===== src/design/skf_pkg.sv =====
// ----------------------------------------------------------------------------
// skf_pkg : shared constants for the scalar Kalman filter
// Field widths, fixed-point formats, register indexes and reset values.
// ----------------------------------------------------------------------------
package skf_pkg;

  localparam int MEAS_W    = 16;   // measurement / estimate, int16
  localparam int FRAC_W    = 16;   // Q16.16 fraction bits
  localparam int STATE_W   = 32;   // x, p, Q, R
  localparam int GAIN_W    = 16;   // gain, Q0.16
  localparam int DEN_W     = STATE_W + 1;
  localparam int REM_W     = STATE_W + 2;
  localparam int QUO_W     = GAIN_W + 1;
  localparam int DIFF_W    = STATE_W + 2;
  localparam int MULA_W    = GAIN_W + 2;
  localparam int PROD_W    = MULA_W + DIFF_W;
  localparam int CFG_IDX_W = 2;

  localparam logic [CFG_IDX_W-1:0] CFG_PROCESS_NOISE = 2'd0;
  localparam logic [CFG_IDX_W-1:0] CFG_MEASURE_NOISE = 2'd1;

  localparam logic [STATE_W-1:0] PROCESS_NOISE_RST = 32'd66;
  localparam logic [STATE_W-1:0] MEASURE_NOISE_RST = 32'd65536;

  localparam logic [GAIN_W:0]     GAIN_ONE = 17'h10000;
  localparam logic [GAIN_W-1:0]   GAIN_MAX = 16'hFFFF;

endpackage


===== src/design/skf_gain_div.sv =====
// ----------------------------------------------------------------------------
// skf_gain_div : radix-2 restoring divider for the Kalman gain
// gain = floor(num * 2^16 / den), capped at 0xFFFF, zero when den is zero.
// One quotient bit per cycle, 17 steps; done pulses with gain valid.
// ----------------------------------------------------------------------------
module skf_gain_div (
  input  logic                          clk,
  input  logic                          rst,
  input  logic                          start,
  input  logic [skf_pkg::STATE_W-1:0]   num,
  input  logic [skf_pkg::DEN_W-1:0]     den,
  output logic                          done,
  output logic [skf_pkg::GAIN_W-1:0]    gain
);
  import skf_pkg::*;

  localparam logic [4:0] LAST_STEP = 5'(QUO_W - 1);

  logic                active;
  logic [4:0]          cnt;
  logic [REM_W-1:0]    rem;
  logic [QUO_W-2:0]    quo;
  logic [DEN_W-1:0]    den_r;
  logic                den_zero;
  logic [REM_W-1:0]    rem_s;
  logic                ge;
  logic [QUO_W-1:0]    quo_full;

  always_comb begin
    rem_s    = (cnt == 5'd0) ? rem : {rem[REM_W-2:0], 1'b0};
    ge       = rem_s >= {1'b0, den_r};
    quo_full = {quo, ge};
  end

  always_ff @(posedge clk) begin
    if (rst) begin
      active <= 1'b0;
      done   <= 1'b0;
      cnt    <= '0;
    end else begin
      done <= 1'b0;
      if (start) begin
        active   <= 1'b1;
        cnt      <= '0;
        rem      <= {2'b00, num};
        quo      <= '0;
        den_r    <= den;
        den_zero <= (den == '0);
      end else if (active) begin
        rem <= ge ? (rem_s - {1'b0, den_r}) : rem_s;
        quo <= quo_full[QUO_W-2:0];
        cnt <= cnt + 5'd1;
        if (cnt == LAST_STEP) begin
          active <= 1'b0;
          done   <= 1'b1;
          if (den_zero)
            gain <= '0;
          else if (quo_full[QUO_W-1])
            gain <= GAIN_MAX;
          else
            gain <= quo_full[GAIN_W-1:0];
        end
      end
    end
  end

endmodule


===== src/design/scalar_kalman_filter.sv =====
// ----------------------------------------------------------------------------
// scalar_kalman_filter : one-dimensional Kalman filter, A = H = 1
// Takes one measurement at a time (in_stall is high outside idle); the work
// is done by the 17-step radix-2 gain divider and one shared 18x34 multiplier
// used twice. Synchronous reset clears the estimate and covariance, sets
// Q = 66 and R = 65536 (Q16.16), and empties the output.
// ----------------------------------------------------------------------------
module scalar_kalman_filter (
  input  logic                            clk,
  input  logic                            rst,
  input  logic                            cfg_we,
  input  logic [skf_pkg::CFG_IDX_W-1:0]   cfg_index,
  input  logic [skf_pkg::STATE_W-1:0]     cfg_data,
  input  logic                            in_valid,
  output logic                            in_stall,
  input  logic signed [skf_pkg::MEAS_W-1:0] measurement,
  output logic                            out_valid,
  input  logic                            out_stall,
  output logic signed [skf_pkg::MEAS_W-1:0] estimate
);
  import skf_pkg::*;

  localparam logic [2:0] ST_IDLE = 3'd0;
  localparam logic [2:0] ST_PRED = 3'd1;
  localparam logic [2:0] ST_DIV  = 3'd2;
  localparam logic [2:0] ST_MULX = 3'd3;
  localparam logic [2:0] ST_MULP = 3'd4;
  localparam logic [2:0] ST_DONE = 3'd5;

  localparam int SUM_W = STATE_W + 5;

  logic [2:0]                 state;
  logic [STATE_W-1:0]         process_noise;
  logic [STATE_W-1:0]         measure_noise;
  logic signed [STATE_W-1:0]  est_value;
  logic [STATE_W-1:0]         err_cov;
  logic signed [MEAS_W-1:0]   z;
  logic [STATE_W-1:0]         p1;
  logic signed [DIFF_W-1:0]   diff;
  logic signed [PROD_W-1:0]   prod;

  logic [STATE_W:0]           p_sum;
  logic [STATE_W-1:0]         p1_next;
  logic [DEN_W-1:0]           den_next;
  logic signed [DIFF_W-1:0]   diff_next;
  logic                       div_start;
  logic                       div_done;
  logic [GAIN_W-1:0]          gain;
  logic signed [MULA_W-1:0]   mul_a;
  logic signed [DIFF_W-1:0]   mul_b;
  logic signed [SUM_W-1:0]    nx;
  logic signed [STATE_W-1:0]  x_next;
  logic                       out_free;
  logic signed [MEAS_W-1:0]   est_int;

  skf_gain_div u_div (
    .clk   (clk),
    .rst   (rst),
    .start (div_start),
    .num   (p1_next),
    .den   (den_next),
    .done  (div_done),
    .gain  (gain)
  );

  always_comb begin
    p_sum     = {1'b0, err_cov} + {1'b0, process_noise};
    p1_next   = p_sum[STATE_W] ? '1 : p_sum[STATE_W-1:0];
    den_next  = {1'b0, p1_next} + {1'b0, measure_noise};
    diff_next = {{(DIFF_W-STATE_W){z[MEAS_W-1]}}, z, {FRAC_W{1'b0}}}
              - {{(DIFF_W-STATE_W){est_value[STATE_W-1]}}, est_value};
    div_start = (state == ST_PRED);

    if (state == ST_MULX) begin
      mul_a = {2'b00, gain};
      mul_b = diff;
    end else begin
      mul_a = {1'b0, GAIN_ONE - {1'b0, gain}};
      mul_b = {2'b00, p1};
    end

    // floor(g * d / 2^16) is an arithmetic shift
    nx = {{(SUM_W-STATE_W){est_value[STATE_W-1]}}, est_value}
       + {{(SUM_W-(PROD_W-FRAC_W)){prod[PROD_W-1]}}, prod[PROD_W-1:FRAC_W]};
    if (nx > SUM_W'(32'sh7FFF_FFFF))
      x_next = 32'sh7FFF_FFFF;
    else if (nx < -SUM_W'(64'sh8000_0000))
      x_next = 32'sh8000_0000;
    else
      x_next = nx[STATE_W-1:0];

    // truncate toward zero
    if (est_value[STATE_W-1] && (est_value[FRAC_W-1:0] != '0))
      est_int = est_value[STATE_W-1:FRAC_W] + MEAS_W'(1);
    else
      est_int = est_value[STATE_W-1:FRAC_W];

    out_free = !out_valid || !out_stall;
    in_stall = (state != ST_IDLE);
  end

  always_ff @(posedge clk) begin
    if (rst) begin
      state         <= ST_IDLE;
      process_noise <= PROCESS_NOISE_RST;
      measure_noise <= MEASURE_NOISE_RST;
      est_value     <= '0;
      err_cov       <= '0;
      out_valid     <= 1'b0;
    end else begin
      if (cfg_we) begin
        case (cfg_index)
          CFG_PROCESS_NOISE: process_noise <= cfg_data;
          CFG_MEASURE_NOISE: measure_noise <= cfg_data;
          default: ;
        endcase
      end

      // in ST_DONE the output register is reloaded below
      if (out_valid && !out_stall && (state != ST_DONE))
        out_valid <= 1'b0;

      case (state)
        ST_IDLE: begin
          if (in_valid) begin
            z     <= measurement;
            state <= ST_PRED;
          end
        end
        ST_PRED: begin
          p1    <= p1_next;
          diff  <= diff_next;
          state <= ST_DIV;
        end
        ST_DIV: begin
          if (div_done)
            state <= ST_MULX;
        end
        ST_MULX: begin
          prod  <= mul_a * mul_b;
          state <= ST_MULP;
        end
        ST_MULP: begin
          est_value <= x_next;
          prod      <= mul_a * mul_b;
          state     <= ST_DONE;
        end
        ST_DONE: begin
          err_cov <= prod[FRAC_W +: STATE_W];
          if (out_free) begin
            estimate  <= est_int;
            out_valid <= 1'b1;
            state     <= ST_IDLE;
          end
        end
        default: state <= ST_IDLE;
      endcase
    end
  end

endmodule

===== config.mk =====
export PLATFORM = sky130hd
export DESIGN_NAME = scalar_kalman_filter
export DESIGN_NICKNAME = d
export VERILOG_FILES = /design/src/design/skf_pkg.sv /design/src/design/skf_gain_div.sv /design/src/design/scalar_kalman_filter.sv
export SDC_FILE = /design/constraint.sdc
export NUM_CORES = 2
export LEC_CHECK = 0
export ABC_AREA = 1
export BUFFER_PORTS_ARGS = -buffer_cell sky130_fd_sc_hd__buf_4
export CAP_MARGIN = 25
export CORE_UTILIZATION = 45
export DETAILED_ROUTE_END_ITERATION = 10
export GPL_TIMING_DRIVEN = 1
export PLACE_DENSITY_LB_ADDON = 0.15
export SLEW_MARGIN = 20
export SYNTH_ARGS = -nofsm -noshare
export SYNTH_HDL_FRONTEND = slang
export SYNTH_HIERARCHICAL = 1
export SYNTH_SLANG_ARGS = --single-unit

===== constraint.sdc =====
create_clock -name clk -period 8.36 [get_ports clk]
set_input_delay 0.836 -clock clk [delete_from_list [all_inputs] [get_ports clk]]
set_output_delay 0.836 -clock clk [all_outputs]
set_load 0.01 [all_outputs]

==> summary.md <==
| Metric | Value |
|---|---|
| Largest net degree at the start of global routing | 87 |
| ANT nets after route | 0 |
| Global-route wire length before repair | 222000 um |
| Met1 wire length | 66500 um |
| Post-synth EDFFs | 233 |
| Slew Limit Fails | 0 |
| Met3 routed WL | 10600 um |
| Die Span Y | 315 um |
| Synth Net Count | 6566 |
| Critical Path RT | 8.66 ns |
| Share of layout cells above drive strength 1 | 0.0655 |
| Starting Density | 0.455 |
| DRC | 2 |
| Die Area | 99100 sq um |
| Crit-path max cell delay | 0.63 ns |
| CP Class | reg -> reg |
| Layout area overhead | 8.59% |
| H-tree depth | 2 |
| Share of flip-flops with an asynchronous set or reset | 0 |
| YS warnings | 6 |
| Overflow after GRT | 0 |
| WP data arrival | 8.26 ns |
| Num rows | 114 |
| Shortest period the worst path allows | 7.96 ns |
| Fin. Hold Viols | 0 |
| GP Congestion | 0.994 |
| Clock Sinks | 372 |
| Final setup fails | 0 |
| Iter 0 DRT Violations | 3335 |
| Fmax | 0.126 GHz |
| Clock slew at reported path FFs | 0.06 ns |
| Detail Route met2 WL | 65100 um |
| Drt via density | 5.30 |
| Average cell area after synthesis | 7.73 sq um |
| Post-DP HPWL | 120000 um |
| Die Width | 315 um |
| WL/cell | 20.6 um |
| Initial antenna violation count | 2 |
| # IOs | 73 |
| Primary FF master, synth | edfxtp_1 |
| Distinct cells, synth | 62 |
| Root Buffer | clkbuf_16 |
| Syn Inst Count | 5697 |
| Crit end category | register |
| NumNets Final | 6619 |
| Status | finished with violations |
| TritonCTS clock tree | done |
| Clk Latency, worst-skew pair | 0.59 ns |
| Unrepaired setup endpoints after global routing | false |
| Setup Skew | 0.0322 ns |
| First-pass DRT Iterations | 9 |
| Sequential share of the synthesized area | 0.222 |
| Synthesized flop and latch total | 372 |
| Worst Tran Pin Value | 1.01 ns |
| Vias in the first global route | 36704 |
| Top routing layer in use | met5 |
| Fin Setup TNS | 0 ns |
| Core area | 96900 sq um |
| Min-delay worst type | in -> reg |
| Post-Route WL | 146000 um |
| Mapped Area | 44000 sq um |
| Num CTS Buffers | 43 |
| Routed via count | 37430 |
| Slew margin rel. | 0.322 |
| Critical path's slowest cell | fa_1 |
| Worst-path fanout max | 16 |
| Port bufs | 72 |
| Violated checks | design-rule violations |
| # Max-Cap Violations | 0 |
| Max clock buf depth | 3 |
| Crit share post-route | 0.952 |
| Total global-route track usage | 0.298 |
| Setup crit start kind | register |
final cells by class:
| cell class | instances | area (sq um) |
|---|---|---|
| antenna | 3 | 7.51 |
| clock buffer | 59 | 1180 |
| clock inverter | 20 | 241 |
| fill | 9539 | 49000 |
| inverter | 1179 | 4430 |
| multi-input combinational | 3984 | 29200 |
| sequential | 372 | 9780 |
| tap | 1276 | 1600 |
| timing repair buffer | 170 | 1390 |
worst paths after layout:
check | start | to | slack [ns] | cells past startpoint
setup / recovery | state[0]$_SDFFE_PP0P_ | prod[49]$_DFFE_PP_ | 0.40 | 26
setup reg to reg | state[0]$_SDFFE_PP0P_ | prod[49]$_DFFE_PP_ | 0.40 | 26
hold reg to reg | measure_noise[4]$_SDFFE_PP0P_ | measure_noise[4]$_SDFFE_PP0P_ | 0.49 | 2
hold / removal | measurement[2] | z[2]$_DFFE_PP_ | 0.43 | 1
through the flow:
step	instance area, sq um	hold WS [ns]	std cells	worst slack (ns)	util
2_1_floorplan	44000	0.435	5697	1.31	-
3_3_place_gp	46300	0.473	6977	0.335	0.478
3_5_place_dp	46300	0.476	6977	0.266	0.478
4_1_cts	47700	0.409	7056	0.242	0.493
5_1_grt	47800	0.417	7060	0.00738	0.494
6_report	47800	0.434	7063	0.400	0.494
Yosys cell counts, types with 19 or more instances:
library cell	n	area share
a21oi_1	249	0.028
xnor2_1	55	0.011
a21oi_2	30	0.0060
inv_2	24	0.0020
o21ai_0	296	0.034
nor4_1	23	0.0033
nand4_1	69	0.0098
nor3_1	57	0.0065
clkbuf_1	115	0.0098
nand2_2	36	0.0051
dfxtp_1	139	0.063
xor2_1	122	0.024
edfxtp_1	233	0.16
fa_1	542	0.25
inv_1	1150	0.098
buf_2	29	0.0033
a31oi_1	19	0.0027
nand3_1	162	0.018
ha_1	272	0.077
nor2_1	675	0.058
nand2_1	1230	0.10
what timing repair did:
action                                  CTS  global route
setup buffers                             0             0
gates resized for setup                   0             8
endpoints found under the hold margin     0             0
hold buffers                              0             0
endpoints found under the setup margin    0            25
layer usage:
layer | global-route usage | vias up
li1 | - | 17693
met1 | 0.437 | 18249
met2 | 0.467 | 1318
met3 | 0.0360 | 168
met4 | 0.0702 | 2
met5 | 0 | -
worst max-delay path: cells and delay by family, from the launching register on:
family                   cells  cell delay, ns
AO/OA/AOI/OAI                5            1.15
XOR/XNOR                     1            0.18
buffers and inverters        8            1.44
AND/OR/NAND/NOR              5            1.19
adder cells (fa/ha/maj)      7            3.42
flip-flops                   1            0.31
logic make-up after synthesis:
| group | synth area share |
|---|---|
| AOI/OAI and AO/OA | 0.0866 |
| buffers and inverters | 0.117 |
| xor gates and xnor gates | 0.0358 |
| other | 0.000171 |
| adders and majority gates | 0.324 |
| DFF | 0.222 |
| and+or+nand+nor | 0.215 |
cell usage in the layout, fill, tap and decap left out, types with 159 or more instances in the layout:
| master | count |
|---|---|
| buf_4 | 159 |
| inv_1 | 1148 |
| ha_1 | 272 |
| edfxtp_1 | 233 |
| fa_1 | 542 |
| nor2_1 | 671 |
| nand3_1 | 161 |
| a21oi_1 | 247 |
| nand2_1 | 1228 |
| o21ai_0 | 275 |
flip-flops by register name, summed over array words and instances, names as in the netlist, 33 cells and up:
| register | flops |
|---|---|
| diff | 33 |
| u_div/den_r | 33 |
| prod | 36 |
| u_div/rem | 34 |
Power is not shown: default switching activity piles up to over one toggle a cycle in this logic, so the estimate is an artifact.
